## src/rtl/pjw_pkg.sv

```systemverilog
// Package for the PJW hash unit: the modulus and the per-byte and
// reduction functions that the datapath uses.
// No dependencies.
package pjw_pkg;

  localparam int unsigned StateW = 28;
  localparam int unsigned ByteW  = 8;
  localparam int unsigned HashW  = 24;

  // 65536 * 255 - 1
  localparam logic [HashW-1:0] Modulus = 24'hFE_FFFF;

  typedef logic [StateW-1:0] state_t;
  typedef logic [HashW-1:0]  hash_t;

  // One byte of the hash: shift in the byte, then fold a nonzero top
  // nibble down to bits 7..4 and drop it. XOR with a zero nibble is a
  // no-op, so no test on the nibble is needed.
  function automatic state_t pjw_update(input state_t acc, input logic [ByteW-1:0] key);
    logic [31:0] v;
    logic [3:0]  top;
    v   = {acc, 4'b0000} + {24'd0, key};
    top = v[31:28];
    return v[27:0] ^ {20'd0, top, 4'b0000};
  endfunction

  // Reduction of a 28-bit value modulo 2^24 - 2^16 - 1. Since
  // 2^24 = 2^16 + 1 modulo the modulus, the top nibble folds back at
  // bits 16 and 0; the sum stays below twice the modulus, so one
  // conditional subtract finishes the job.
  function automatic hash_t pjw_mod(input state_t x);
    logic [HashW:0] s;
    logic [HashW:0] d;
    s = {1'b0, x[23:0]} + {5'd0, x[27:24], 16'd0} + {21'd0, x[27:24]};
    d = s - {1'b0, Modulus};
    return (s >= {1'b0, Modulus}) ? d[HashW-1:0] : s[HashW-1:0];
  endfunction

endpackage

```

## src/rtl/pjw_hash_with_modulo_unit.sv

```systemverilog
// PJW hash unit: hashes a key one byte per request and returns the hash
// modulo 16711679 after the final byte. Depends on pjw_pkg.
//
//   channel | direction | handshake                 | payload
//   --------+-----------+---------------------------+--------------------------
//   in      | input     | in_valid_i / in_ready_o   | key_byte_i, final_byte_i
//   out     | output    | out_valid_o / out_ready_i | hash_value_o
//
// One byte is taken every cycle while in_ready_o is high, and the running
// hash updates in the cycle the byte is accepted. For a final byte, one
// register holds the finished 28-bit hash, the next holds the reduced value.
// Reset clears the running hash and both valid flags. A stalled output
// backs up into the finished-hash register and only then drops in_ready_o.
module pjw_hash_with_modulo_unit (
  input  logic       clk_i,
  input  logic       rst_ni,
  input  logic       in_valid_i,
  output logic       in_ready_o,
  input  logic [7:0] key_byte_i,
  input  logic       final_byte_i,
  output logic       out_valid_o,
  input  logic       out_ready_i,
  output logic [23:0] hash_value_o
);

  pjw_pkg::state_t run_q, run_d;
  pjw_pkg::state_t fin_q;
  logic            fin_valid_q, fin_valid_d;
  pjw_pkg::hash_t  res_q;
  logic            res_valid_q, res_valid_d;

  pjw_pkg::state_t next_hash;
  logic            in_acc;
  logic            fin_adv;

  assign next_hash = pjw_pkg::pjw_update(run_q, key_byte_i);

  // The result register can take a new value when empty or being drained.
  assign fin_adv    = fin_valid_q && (!res_valid_q || out_ready_i);
  assign in_ready_o = !fin_valid_q || fin_adv;
  assign in_acc     = in_valid_i && in_ready_o;

  always_comb begin
    run_d = run_q;
    if (in_acc) begin
      run_d = final_byte_i ? '0 : next_hash;
    end
  end

  always_comb begin
    fin_valid_d = fin_valid_q;
    if (in_acc && final_byte_i) begin
      fin_valid_d = 1'b1;
    end else if (fin_adv) begin
      fin_valid_d = 1'b0;
    end
  end

  always_comb begin
    res_valid_d = res_valid_q;
    if (fin_adv) begin
      res_valid_d = 1'b1;
    end else if (out_ready_i) begin
      res_valid_d = 1'b0;
    end
  end

  always_ff @(posedge clk_i or negedge rst_ni) begin
    if (!rst_ni) begin
      run_q       <= '0;
      fin_valid_q <= 1'b0;
      res_valid_q <= 1'b0;
    end else begin
      run_q       <= run_d;
      fin_valid_q <= fin_valid_d;
      res_valid_q <= res_valid_d;
    end
  end

  always_ff @(posedge clk_i) begin
    if (in_acc && final_byte_i) begin
      fin_q <= next_hash;
    end
    if (fin_adv) begin
      res_q <= pjw_pkg::pjw_mod(fin_q);
    end
  end

  assign out_valid_o  = res_valid_q;
  assign hash_value_o = res_q;

`ifndef NO_ASSERTIONS
  a_final_loads: assert property (@(posedge clk_i) disable iff (!rst_ni)
    in_acc && final_byte_i |=> fin_valid_q && run_q == '0)
    else $error("final byte did not load the finished hash or clear the running hash");

  a_run_holds: assert property (@(posedge clk_i) disable iff (!rst_ni)
    !in_acc |=> $stable(run_q))
    else $error("running hash changed without an accepted request");

  a_result_range: assert property (@(posedge clk_i) disable iff (!rst_ni)
    out_valid_o |-> hash_value_o < pjw_pkg::Modulus)
    else $error("result not reduced below the modulus");

  a_stall_cause: assert property (@(posedge clk_i) disable iff (!rst_ni)
    !in_ready_o |-> fin_valid_q && res_valid_q && !out_ready_i)
    else $error("input stalled while the pipeline could move");

  a_adv_fills: assert property (@(posedge clk_i) disable iff (!rst_ni)
    fin_adv |=> res_valid_q)
    else $error("advanced hash did not reach the result register");
`endif

endmodule

```

## config.mk

```make
export PLATFORM = sky130hd
export DESIGN_NAME = pjw_hash_with_modulo_unit
export DESIGN_NICKNAME = d
export VERILOG_FILES = /design/src/rtl/pjw_pkg.sv /design/src/rtl/pjw_hash_with_modulo_unit.sv
export SDC_FILE = /design/constraint.sdc
export NUM_CORES = 1
export LEC_CHECK = 0
export BUFFER_PORTS_ARGS = -buffer_cell sky130_fd_sc_hd__clkbuf_2
export CORE_ASPECT_RATIO = 1.4
export CORE_MARGIN = 3
export CORE_UTILIZATION = 55
export DETAILED_ROUTE_END_ITERATION = 10
export GPL_ROUTABILITY_DRIVEN = 0
export PLACE_DENSITY = 0.73
export SYNTH_ARGS = -nofsm -noshare
export SYNTH_HDL_FRONTEND = slang
export SYNTH_SLANG_ARGS = --single-unit
```

## constraint.sdc

```tcl
create_clock -name clk_i -period 4.95 [get_ports clk_i]
set_clock_uncertainty 0.2 [all_clocks]
set_input_delay 0.495 -clock clk_i [delete_from_list [all_inputs] [get_ports clk_i]]
set_output_delay 0.495 -clock clk_i [all_outputs]
set_load 0.02 [all_outputs]
```

==> results of run 1 <==
[worst paths after layout]
kind / startpoint / endpoint / slack, ns
max: fin_q[0] / hash_value_o[1] / 0.79
min: rst_ni / run_q[18] / 0.02
max reg2reg: fin_q[0] / hash_value_o[1] / 0.79
min reg2reg: run_q[0] / run_q[0] / 0.29
max in group asynchronous: rst_ni / out_valid_o / 4.04
min in group clk_i: key_byte_i[1] / fin_q[1] / 0.16
[flip-flops by register name, summed over array words and instances, names as in the netlist]
| signal | flops |
|---|---|
| hash_value_o | 24 |
| out_valid_o | 1 |
| fin_q | 28 |
| run_q | 28 |
| fin_valid_q | 1 |
[synth_stat cells, drive strengths merged (2+ instances only)]
library cell / number / area (µm²)
edfxtp: 52 / 1562
nand2: 41 / 153.9
xnor2: 40 / 357.8
dfrtp: 30 / 750.7
nor2: 29 / 108.9
a22o: 25 / 219.0
nand3: 25 / 135.1
xor2: 18 / 157.7
a21oi: 16 / 80.08
ha: 13 / 162.7
o21ai: 13 / 65.06
and3: 12 / 75.07
nor3: 9 / 55.05
and2: 8 / 50.05
inv: 8 / 30.03
buf: 6 / 47.54
clkbuf: 6 / 22.52
nand4: 6 / 43.79
nor2b: 5 / 31.28
nor4: 5 / 52.55
a211oi: 4 / 35.03
a31oi: 4 / 25.02
nand2b: 4 / 25.02
o22ai: 4 / 31.28
or2: 4 / 25.02
a21boi: 3 / 22.52
a21o: 3 / 22.52
nor3b: 3 / 27.52
a311oi: 2 / 17.52
a31o: 2 / 17.52
a32oi: 2 / 17.52
and4: 2 / 17.52
fa: 2 / 40.04
mux2i: 2 / 20.02
nand4b: 2 / 17.52
o21a: 2 / 15.01
o31ai: 2 / 28.78
[cell type report]
| class | instances | area share (%) |
|---|---|---|
| clock inverters | 3 | 0.3314 |
| well taps | 102 | 2.414 |
| clock buffers | 13 | 5.349 |
| flip-flops and latches | 82 | 43.74 |
| multi-input cells | 330 | 43.86 |
| repair buffers | 39 | 3.740 |
| inverters | 8 | 0.5680 |
[worst max-delay path, delay by kind of cell (launching register included)]
family                   cells  cell delay (ns)
AO/OA/AOI/OAI                4             1.06
adder cells (fa/ha/maj)      2             0.68
flip-flops                   1             0.38
multiplexers                 1             0.39
AND/OR/NAND/NOR              3             1.19
[power by group]
| group | switching (µW) | total [µW] | internal (µW) |
|---|---|---|---|
| clock | 263 | 664 | 401 |
| sequential | 45.0 | 840 | 795 |
| combinational | 164 | 268 | 104 |
[metrics by stage]
| step | std cells | hold WS (ns) | power, µW | utilization (%) |
|---|---|---|---|---|
| after floorplan | 432 | -0.0005910 | 1042 | - |
| after global placement | 561 | 0.2649 | 1110 | 60.46 |
| after detailed placement | 561 | 0.2764 | 1118 | 60.46 |
| after CTS | 577 | 0.03597 | 1784 | 64.10 |
| after global routing | 577 | 0.06896 | 1848 | 64.10 |
| final | 577 | 0.02119 | 1772 | 64.10 |
[logic make-up after synthesis]
group,count (synthesis),share of synthesized area [%]
compound gates,92,14.51
xor+xnor,58,10.91
fa+ha+maj,15,4.289
buf+inv,20,2.118
flops,82,48.93
mux,3,0.6619
simple gates,162,18.59
[layer usage]
layer	global-route usage [%]	routed length, µm	share of wire (%)	up-vias
li1	-	-	-	1689
met1	24.29	4004	40	1674
met2	39.25	5179	52	107
met3	4.410	399	4.0	29
met4	10.98	347	3.5	0
met5	0	0	0	-
==> impl_metrics.py, run 1 <==
metrics = {
    "floorplanning": {
        "die_h_um": 115.7,
        "die_area_mm2": 0.009756,
        "die_w_um": 84.34,
        "num_io_pins": 39,
        "rows": 39,
        "start_util_pct": 57.31,
        "core-area_mm2": 0.008247,
    },
    "routing": {
        "antenna_left": 0,
        "vias": 3499,
        "wire_per_inst_um": 17.21,
        "firstDrtPassIters": 5,
        "via_per_inst": 6.064,
        "drcViolationCount": 0,
        "drt_iter0_markers": 220,
        "postRouteWirelength_um": 9930,
    },
    "clock_tree": {
        "tritoncts": "done",
        "clk_pin_slew_ns": 0.06,
        "ctsResizeCount": 0,
        "cts_max_level": 3,
        "clock_path_buffers": 2,
        "postCtsSetupBuffers": 0,
        "root_buffer": "clkbuf_16",
        "clk_latency_ns": 0.34,
        "cts.sinks": 82,
        "cts-hold-fix-buffers": 0,
        "cts_buffers": 9,
    },
    "pwr": {
        "vdd_drop_max_mv": 0.2245,
        "cellLeakagePower_uw": 0.002103,
        "power_density_mw_per_mm2": 335.2,
    },
    "logic_synthesis": {
        "synth_seq_area_share_pct": 48.93,
        "ys_ff_latch": 82,
        "synth_edf_count": 52,
        "ys.warnings.count": 0,
        "netlist_instances": 432,
        "netlist_area_mm2": 0.004726,
        "yosysUniqueCellTypes": 69,
        "syn_nets": 460,
        "synthArstFlopShare_pct": 36.59,
        "syn_avg_cell_area_um2": 10.94,
        "ys.flop_type": "edfxtp_1",
    },
    "final_layout": {
        "final_common_cell": "edfxtp_1",
        "syn2layout_area_growth_pct": 11.86,
        "seqCellArea_mm2": 0.002312,
        "drive_gt1_share_pct": 16.00,
        "nNetsFinal": 498,
        "final_cell_mix": "edfxtp_1, nand2_1, xnor2_1",
        "final_cell_area_mm2": 0.005286,
        "multi_input_area_mm2": 0.002318,
        "fill_cells": 659,
        "antenna_cells": 0,
    },
    "sta": {
        "grt_setup_unrepaired": "false",
        "worst_slack_ns": 0.7910,
        "worst_pin_slew_ns": 1.151,
        "setup_violations": 0,
        "maxSlewHeadroom_pct": 23.08,
        "final_hold_viol_count": 0,
        "setup-tns-final_ns": 0,
        "max_freq_ghz": 0.2404,
        "final_max_slew_viol_count": 0,
        "min_period_over_period_pct": 84.02,
        "period_needed_ns": 4.159,
    },
    "outcome": {
        "status": "finished clean",
    },
    "worst_setup_path": {
        "crit_slowest_cell": "a211oi_1",
        "cp_slowest_stage_delay_ns": 0.48,
        "critPathKind": "flip-flop to flip-flop",
        "end_kind": "flip-flop",
        "cp.arrival_ns": 4.05,
        "required_ns": 4.84,
        "r2r_cells": 10,
        "start_kind": "flip-flop",
        "crit_chain": "ha_1 > fa_1 > a211oi_1 > o22ai_1 > nor4_1 > o221ai_1 > and4b_1 > o2111ai_1 > nand2_1 > mux2_2",
        "crit_path_max_fanout": 12,
    },
    "placement": {
        "placed_cell_area_mm2": 0.004986,
        "hpwl_um": 7379,
        "portBuffers": 38,
        "place_ws_ns": 0.8666,
    },
    "grt": {
        "antenna_found_initial": 0,
        "grt_pass1_vias": 3452,
        "grt_overflow": 0,
        "grt_usage_pct": 21.71,
        "grt_max_degree": 36,
        "grt_pass1_wl_um": 16580,
    },
    "flow_run": {
        "cap_viol_max_count": 0,
    },
    "min_path": {
        "hp-class": "primary input to asynchronous set/reset pin",
    },
}
No activity file was read; power rests on OpenSTA's default activity.
==> inputs of run 2 (changes only) <==
--- a/config.mk
+++ b/config.mk
@@ -5,6 +5,7 @@
 export SDC_FILE = /design/constraint.sdc
 export NUM_CORES = 1
 export LEC_CHECK = 0
+export ABC_AREA = 1
 export BUFFER_PORTS_ARGS = -buffer_cell sky130_fd_sc_hd__clkbuf_2
 export CORE_ASPECT_RATIO = 1.4
 export CORE_MARGIN = 3
==> constraint.sdc (replaced) <==
create_clock -name clk_i -period 4.35 [get_ports clk_i]
set_clock_uncertainty 0.2 [all_clocks]
set_input_delay 0.435 -clock clk_i [delete_from_list [all_inputs] [get_ports clk_i]]
set_output_delay 0.435 -clock clk_i [all_outputs]
set_load 0.02 [all_outputs]
==> impl_metrics.py, run 2 <==
metrics = {
    "outcome": {
        "status": "finished clean",
    },
    "final_layout": {
        "nNetsFinal": 819,
        "fill_cells": 867,
        "final_cell_mix": "nand2_1, inv_1, nand3_1",
        "drive_gt1_share_pct": 12.44,
        "final_common_cell": "nand2_1",
        "syn2layout_area_growth_pct": 11.79,
        "antenna_cells": 0,
        "final_cell_area_mm2": 0.006289,
    },
    "worst_setup_path": {
        "required_ns": 4.25,
        "r2r_cells": 14,
        "critPathKind": "flip-flop to flip-flop",
        "ff2ff_setup_slack_ns": 0.85,
        "critPathMostFrequentCell": "nand2_1",
        "r2r_end": "hash_value_o[1]",
        "cp_slowest_stage_delay_ns": 0.47,
        "crit_chain": "ha_1 > fa_1 > nand3_2 > nand3_4 > nand2_2 > nor2_4 > xor2_1 > nor2_1 > nand2_1 > nor2_1 > nand2_2 > nand3_4 > nand2_1 > nand2_1",
        "start_kind": "flip-flop",
        "crit_slowest_cell": "fa_1",
        "worstReg2RegStart": "fin_q[24]",
        "end_kind": "flip-flop",
        "crit_path_max_fanout": 23,
        "cp.arrival_ns": 3.40,
    },
    "routing": {
        "postRouteWirelength_um": 13290,
        "drcViolationCount": 0,
        "via_per_inst": 5.375,
        "firstDrtPassIters": 6,
        "wire_per_inst_um": 14.27,
        "vias": 5004,
        "drt_iter0_markers": 261,
        "antenna_left": 0,
    },
    "floorplanning": {
        "die_h_um": 125.7,
        "die_area_mm2": 0.01149,
        "rows": 43,
        "num_io_pins": 39,
        "die_w_um": 91.48,
        "core-area_mm2": 0.009953,
        "start_util_pct": 56.52,
    },
    "logic_synthesis": {
        "ys.flop_type": "edfxtp_1",
        "yosysUniqueCellTypes": 36,
        "yosys-top-cells-count": "nand2_1, inv_1, nand3_1",
        "syn_avg_cell_area_um2": 7.531,
        "synth_seq_area_share_pct": 41.10,
        "yosysTopAreaCellShare_pct": 27.76,
        "ys_ff_latch": 82,
        "synth_top_area_cell": "edfxtp_1",
        "netlist_area_mm2": 0.005625,
        "syn_nets": 775,
        "synthArstFlopShare_pct": 36.59,
        "yosysMostFrequentCell": "nand2_1",
        "ys_top_cells_by_area": "edfxtp_1, nand2_1, dfrtp_1",
        "synth_edf_count": 52,
        "netlist_instances": 747,
        "ys.warnings.count": 0,
    },
    "grt": {
        "grt_overflow": 0,
        "antenna_found_initial": 0,
        "grt_max_degree": 31,
        "grt_usage_pct": 24.10,
        "grt_pass1_wl_um": 22070,
        "grt_pass1_vias": 4931,
    },
    "clock_tree": {
        "cts.sinks": 82,
        "cts_buffers": 9,
        "postCtsSetupBuffers": 0,
        "tritoncts": "done",
        "clk_latency_ns": 0.35,
        "root_buffer": "clkbuf_16",
        "cts_max_level": 3,
        "clock_path_buffers": 2,
        "clk_pin_slew_ns": 0.06,
    },
    "placement": {
        "placed_cell_area_mm2": 0.005964,
        "hpwl_um": 10440,
        "portBuffers": 38,
        "place_ws_ns": 0.9155,
    },
    "sta": {
        "period_needed_ns": 3.499,
        "setup-tns-final_ns": 0,
        "max_freq_ghz": 0.2858,
        "min_period_over_period_pct": 80.45,
        "final_hold_viol_count": 0,
        "worst_pin_slew_ns": 0.7739,
        "worst_slack_ns": 0.8505,
        "setup_violations": 0,
        "final_max_slew_viol_count": 0,
        "grt_setup_unrepaired": "false",
        "timing.hold.ws_ns": 0.09252,
        "maxSlewHeadroom_pct": 48.41,
    },
    "min_path": {
        "hp-start": "key_byte_i[1]",
        "hold-path-cell-count": 1,
        "hold_path_end": "fin_q[1]",
        "hp-class": "primary input to flip-flop",
    },
    "flow_run": {
        "cap_viol_max_count": 0,
    },
    "pwr": {
        "vdd_drop_max_mv": 0.3655,
        "cellLeakagePower_uw": 0.003006,
        "power_density_mw_per_mm2": 346.5,
    },
}
run 2: cell types whose count changed in the layout (fill, tap and decap cells not counted), sizes merged, moves of 10 or more:
cell,before,now
nor2,29,66
a22o,25,4
xor2,18,28
inv,10,110
nand2,41,249
nor3,9,20
o22ai,4,14
nand3,25,63
xnor2,40,6
nand4,6,35
and3,12,0
run 2: cells by family after synthesis:
logic type	Yosys count	share of synthesized area, %
flops	82	41.10
compound gates	47	4.849
fa+ha+maj	15	3.603
simple gates	447	36.61
xor+xnor	34	5.294
buf+inv	122	8.541
run 2: cell type report:
cell class              instances  area, µm²  area share (%)
repair buffers                 44      237.7           3.780
flip-flops and latches         82       2312           36.77
clock buffers                  11      254.0           4.039
inverters                     111      416.7           6.626
clock inverters                 5      60.06          0.9550
multi-input cells             543       2839           45.15
well taps                     135      168.9           2.686
run 2: power by group:
part,total (µW),switching [µW],internal [µW]
Clock,799,317,482
Sequential,953,44.8,908
Combinational,427,289,138
run 2: critical path, delay by kind of cell (launching register included):
family | cells | cell delay (ns)
simple gates | 11 | 1.51
fa+ha+maj | 2 | 0.73
flops | 1 | 0.41
xor+xnor | 1 | 0.41
run 2: per-layer routing:
| metal | vias up | track usage, % | share of wire [%] |
|---|---|---|---|
| met5 | - | 0 | 0 |
| met4 | 0 | 14.48 | 4.8 |
| met3 | 51 | 2.628 | 3.6 |
| met2 | 151 | 46.66 | 55 |
| met1 | 2271 | 24.04 | 37 |
| li1 | 2531 | - | - |
run 2: metrics by stage:
step	std cells	util, %	power [µW]
4_1_cts	931	63.18	2189
5_1_grt	931	63.18	2278
2_1_floorplan	747	-	1271
6_report	931	63.18	2179
3_5_place_dp	914	59.92	1389
3_3_place_gp	914	59.92	1378
run 2: what timing repair did:
| item | CTS | global route |
|---|---|---|
| hold buffers | 1 | 0 |
| hold endpoints to repair | 30 | 0 |
| gates resized for setup | 0 | 0 |
run 2: how the worst max path moves through the flow:
stage,startpoint,endpoint,slack (ns),cells after the start
3_5_place_dp,fin_q[24],hash_value_o[1],0.92,14
2_1_floorplan,fin_q[24],hash_value_o[10],1.41,14
5_1_grt,fin_q[0],hash_value_o[9],0.59,14
3_3_place_gp,fin_q[26],hash_value_o[22],1.05,16
4_1_cts,fin_q[24],hash_value_o[1],0.89,14
6_report,fin_q[24],hash_value_o[1],0.85,14
==> inputs of run 3 (changes only) <==
==> constraint.sdc (replaced) <==
create_clock -name clk_i -period 3.7 [get_ports clk_i]
set_clock_uncertainty 0.2 [all_clocks]
set_input_delay 0.37 -clock clk_i [delete_from_list [all_inputs] [get_ports clk_i]]
set_output_delay 0.37 -clock clk_i [all_outputs]
set_load 0.02 [all_outputs]
==> impl_metrics.py, run 3 (same netlist as run 2, synthesis figures left out) <==
metrics = {
    "pwr": {
        "seqPwrFrac_pct": 45.5,
        "power_density_mw_per_mm2": 392.8,
        "cellLeakagePower_uw": 0.003013,
        "p_int_uw": 1687,
        "vdd_drop_max_mv": 0.3136,
        "switching_share_pct": 31.49,
        "clock_power_share_pct": 33.9,
        "switching_power_uw": 775.4,
        "power_frac_comb_pct": 20.6,
    },
    "worst_setup_path": {
        "ff2ff_setup_slack_ns": 0.30,
        "r2r_cells": 14,
        "worstReg2RegStart": "fin_q[24]",
        "required_ns": 3.71,
        "start_kind": "flip-flop",
        "end_kind": "flip-flop",
        "r2r_end": "hash_value_o[22]",
        "cp.arrival_ns": 3.41,
        "critPathKind": "flip-flop to flip-flop",
        "crit_path_max_fanout": 24,
    },
    "sta": {
        "period_needed_ns": 3.399,
        "timing.hold.ws_ns": 0.03206,
        "setup-tns-final_ns": 0,
        "final_max_slew_viol_count": 0,
        "final_hold_viol_count": 0,
        "worst_pin_slew_ns": 0.7867,
        "min_period_over_period_pct": 91.86,
        "grt_setup_unrepaired": "false",
        "setup_violations": 0,
        "maxSlewHeadroom_pct": 47.55,
        "max_freq_ghz": 0.2942,
    },
    "routing": {
        "firstDrtPassIters": 7,
        "antenna_left": 0,
        "via_per_inst": 5.460,
        "postRouteWirelength_um": 13760,
        "drcViolationCount": 0,
        "vias": 5089,
        "drt_iter0_markers": 292,
        "wire_per_inst_um": 14.76,
    },
    "min_path": {
        "hp-start": "key_byte_i[0]",
        "hold_path_end": "fin_q[0]",
        "hold-path-cell-count": 1,
        "hp-class": "primary input to flip-flop",
    },
    "grt": {
        "grt_usage_pct": 24.11,
        "antenna_found_initial": 0,
        "grt_overflow": 0,
        "grt_pass1_vias": 4916,
        "grt_max_degree": 31,
        "grt_pass1_wl_um": 22270,
    },
    "placement": {
        "portBuffers": 38,
        "hpwl_um": 10680,
        "placed_cell_area_mm2": 0.005964,
    },
    "floorplanning": {
        "die_area_mm2": 0.01149,
        "die_h_um": 125.7,
        "rows": 43,
        "start_util_pct": 56.52,
        "num_io_pins": 39,
        "core-area_mm2": 0.009953,
        "die_w_um": 91.48,
    },
    "clock_tree": {
        "tritoncts": "done",
        "cts_buffers": 9,
        "clk_pin_slew_ns": 0.06,
        "clk_latency_ns": 0.34,
        "cts_max_level": 3,
        "cts.sinks": 82,
        "clock_path_buffers": 2,
        "root_buffer": "clkbuf_16",
    },
    "final_layout": {
        "nNetsFinal": 820,
        "final_cell_area_mm2": 0.006269,
        "antenna_cells": 0,
        "final_cell_mix": "nand2_1, inv_1, nand3_1",
        "drive_gt1_share_pct": 12.80,
        "fill_cells": 877,
        "final_common_cell": "nand2_1",
        "syn2layout_area_growth_pct": 11.43,
    },
    "flow_run": {
        "cap_viol_max_count": 0,
    },
    "outcome": {
        "status": "finished clean",
    },
}
-- run 3: per-stage QoR --
step | total power (µW) | util, % | instances | setup slack [ns]
floorplan | 1495 | - | 747 | 0.7622
global placement | 1621 | 59.92 | 914 | 0.3979
detailed placement | 1636 | 59.92 | 914 | 0.2892
CTS | 2463 | 62.75 | 931 | 0.2642
global route | 2568 | 62.98 | 932 | 0.07608
finish | 2462 | 62.98 | 932 | 0.3013
-- run 3: power groups by stage --
stage	Sequential, µW	Combinational [µW]	Clock, µW
floorplan	1150	341	0
global placement	1130	486	0
detailed placement	1140	499	0
CTS	1120	503	842
global route	1130	568	873
finish	1120	508	834
-- run 3: how the worst max path moves through the flow --
stage	end	slack (ns)	startpoint
2_1_floorplan	hash_value_o[10]	0.76	fin_q[24]
3_3_place_gp	hash_value_o[22]	0.40	fin_q[26]
3_5_place_dp	hash_value_o[22]	0.29	fin_q[24]
4_1_cts	hash_value_o[22]	0.26	fin_q[24]
5_1_grt	hash_value_o[17]	0.08	fin_q[24]
6_report	hash_value_o[22]	0.30	fin_q[24]
-- run 3: layout make-up --
class                           count  area, µm²  share of cell area (%)
Inverter                          111      416.7                   6.647
Multi-Input combinational cell    544       2861                   45.65
Tap cell                          135      168.9                   2.695
Clock inverter                      6      42.54                  0.6786
Sequential cell                    82       2312                   36.89
Timing Repair Buffer               44      237.7                   3.792
Clock buffer                       10      229.0                   3.653
-- run 3: routing by layer --
layer  GRT usage [%]  up-vias  routed length (µm)  part of all wire, %
li1                -     2527                   -                    -
met1           23.84     2350                5004                   36
met2           47.57      164                7606                   55
met3           3.226       48                 514                  3.7
met4           12.26        0                 629                  4.6
met5               0        -                   0                    0
-- run 3: critical path, stage by stage (launching register included) --
cell and delay [ns]:
edfxtp_1 0.39, ha_1 0.26, fa_1 0.56, inv_1 0.08, nor3_2 0.31, nand3_2 0.17, nor2_2 0.19, nand3_1 0.11
nor2_2 0.16, nand2_1 0.10, nand2_2 0.13, nand2_4 0.18, nand3_2 0.26, nand2_1 0.09, nand2_1 0.06
-- run 3: timing repair --
item | 4_1_cts | 5_1_grt
setup buffers | 0 | 0
resized for setup | 0 | 2
hold endpoints to repair | 30 | 0
hold buffers | 1 | 0
endpoints found under the setup margin | 0 | 7
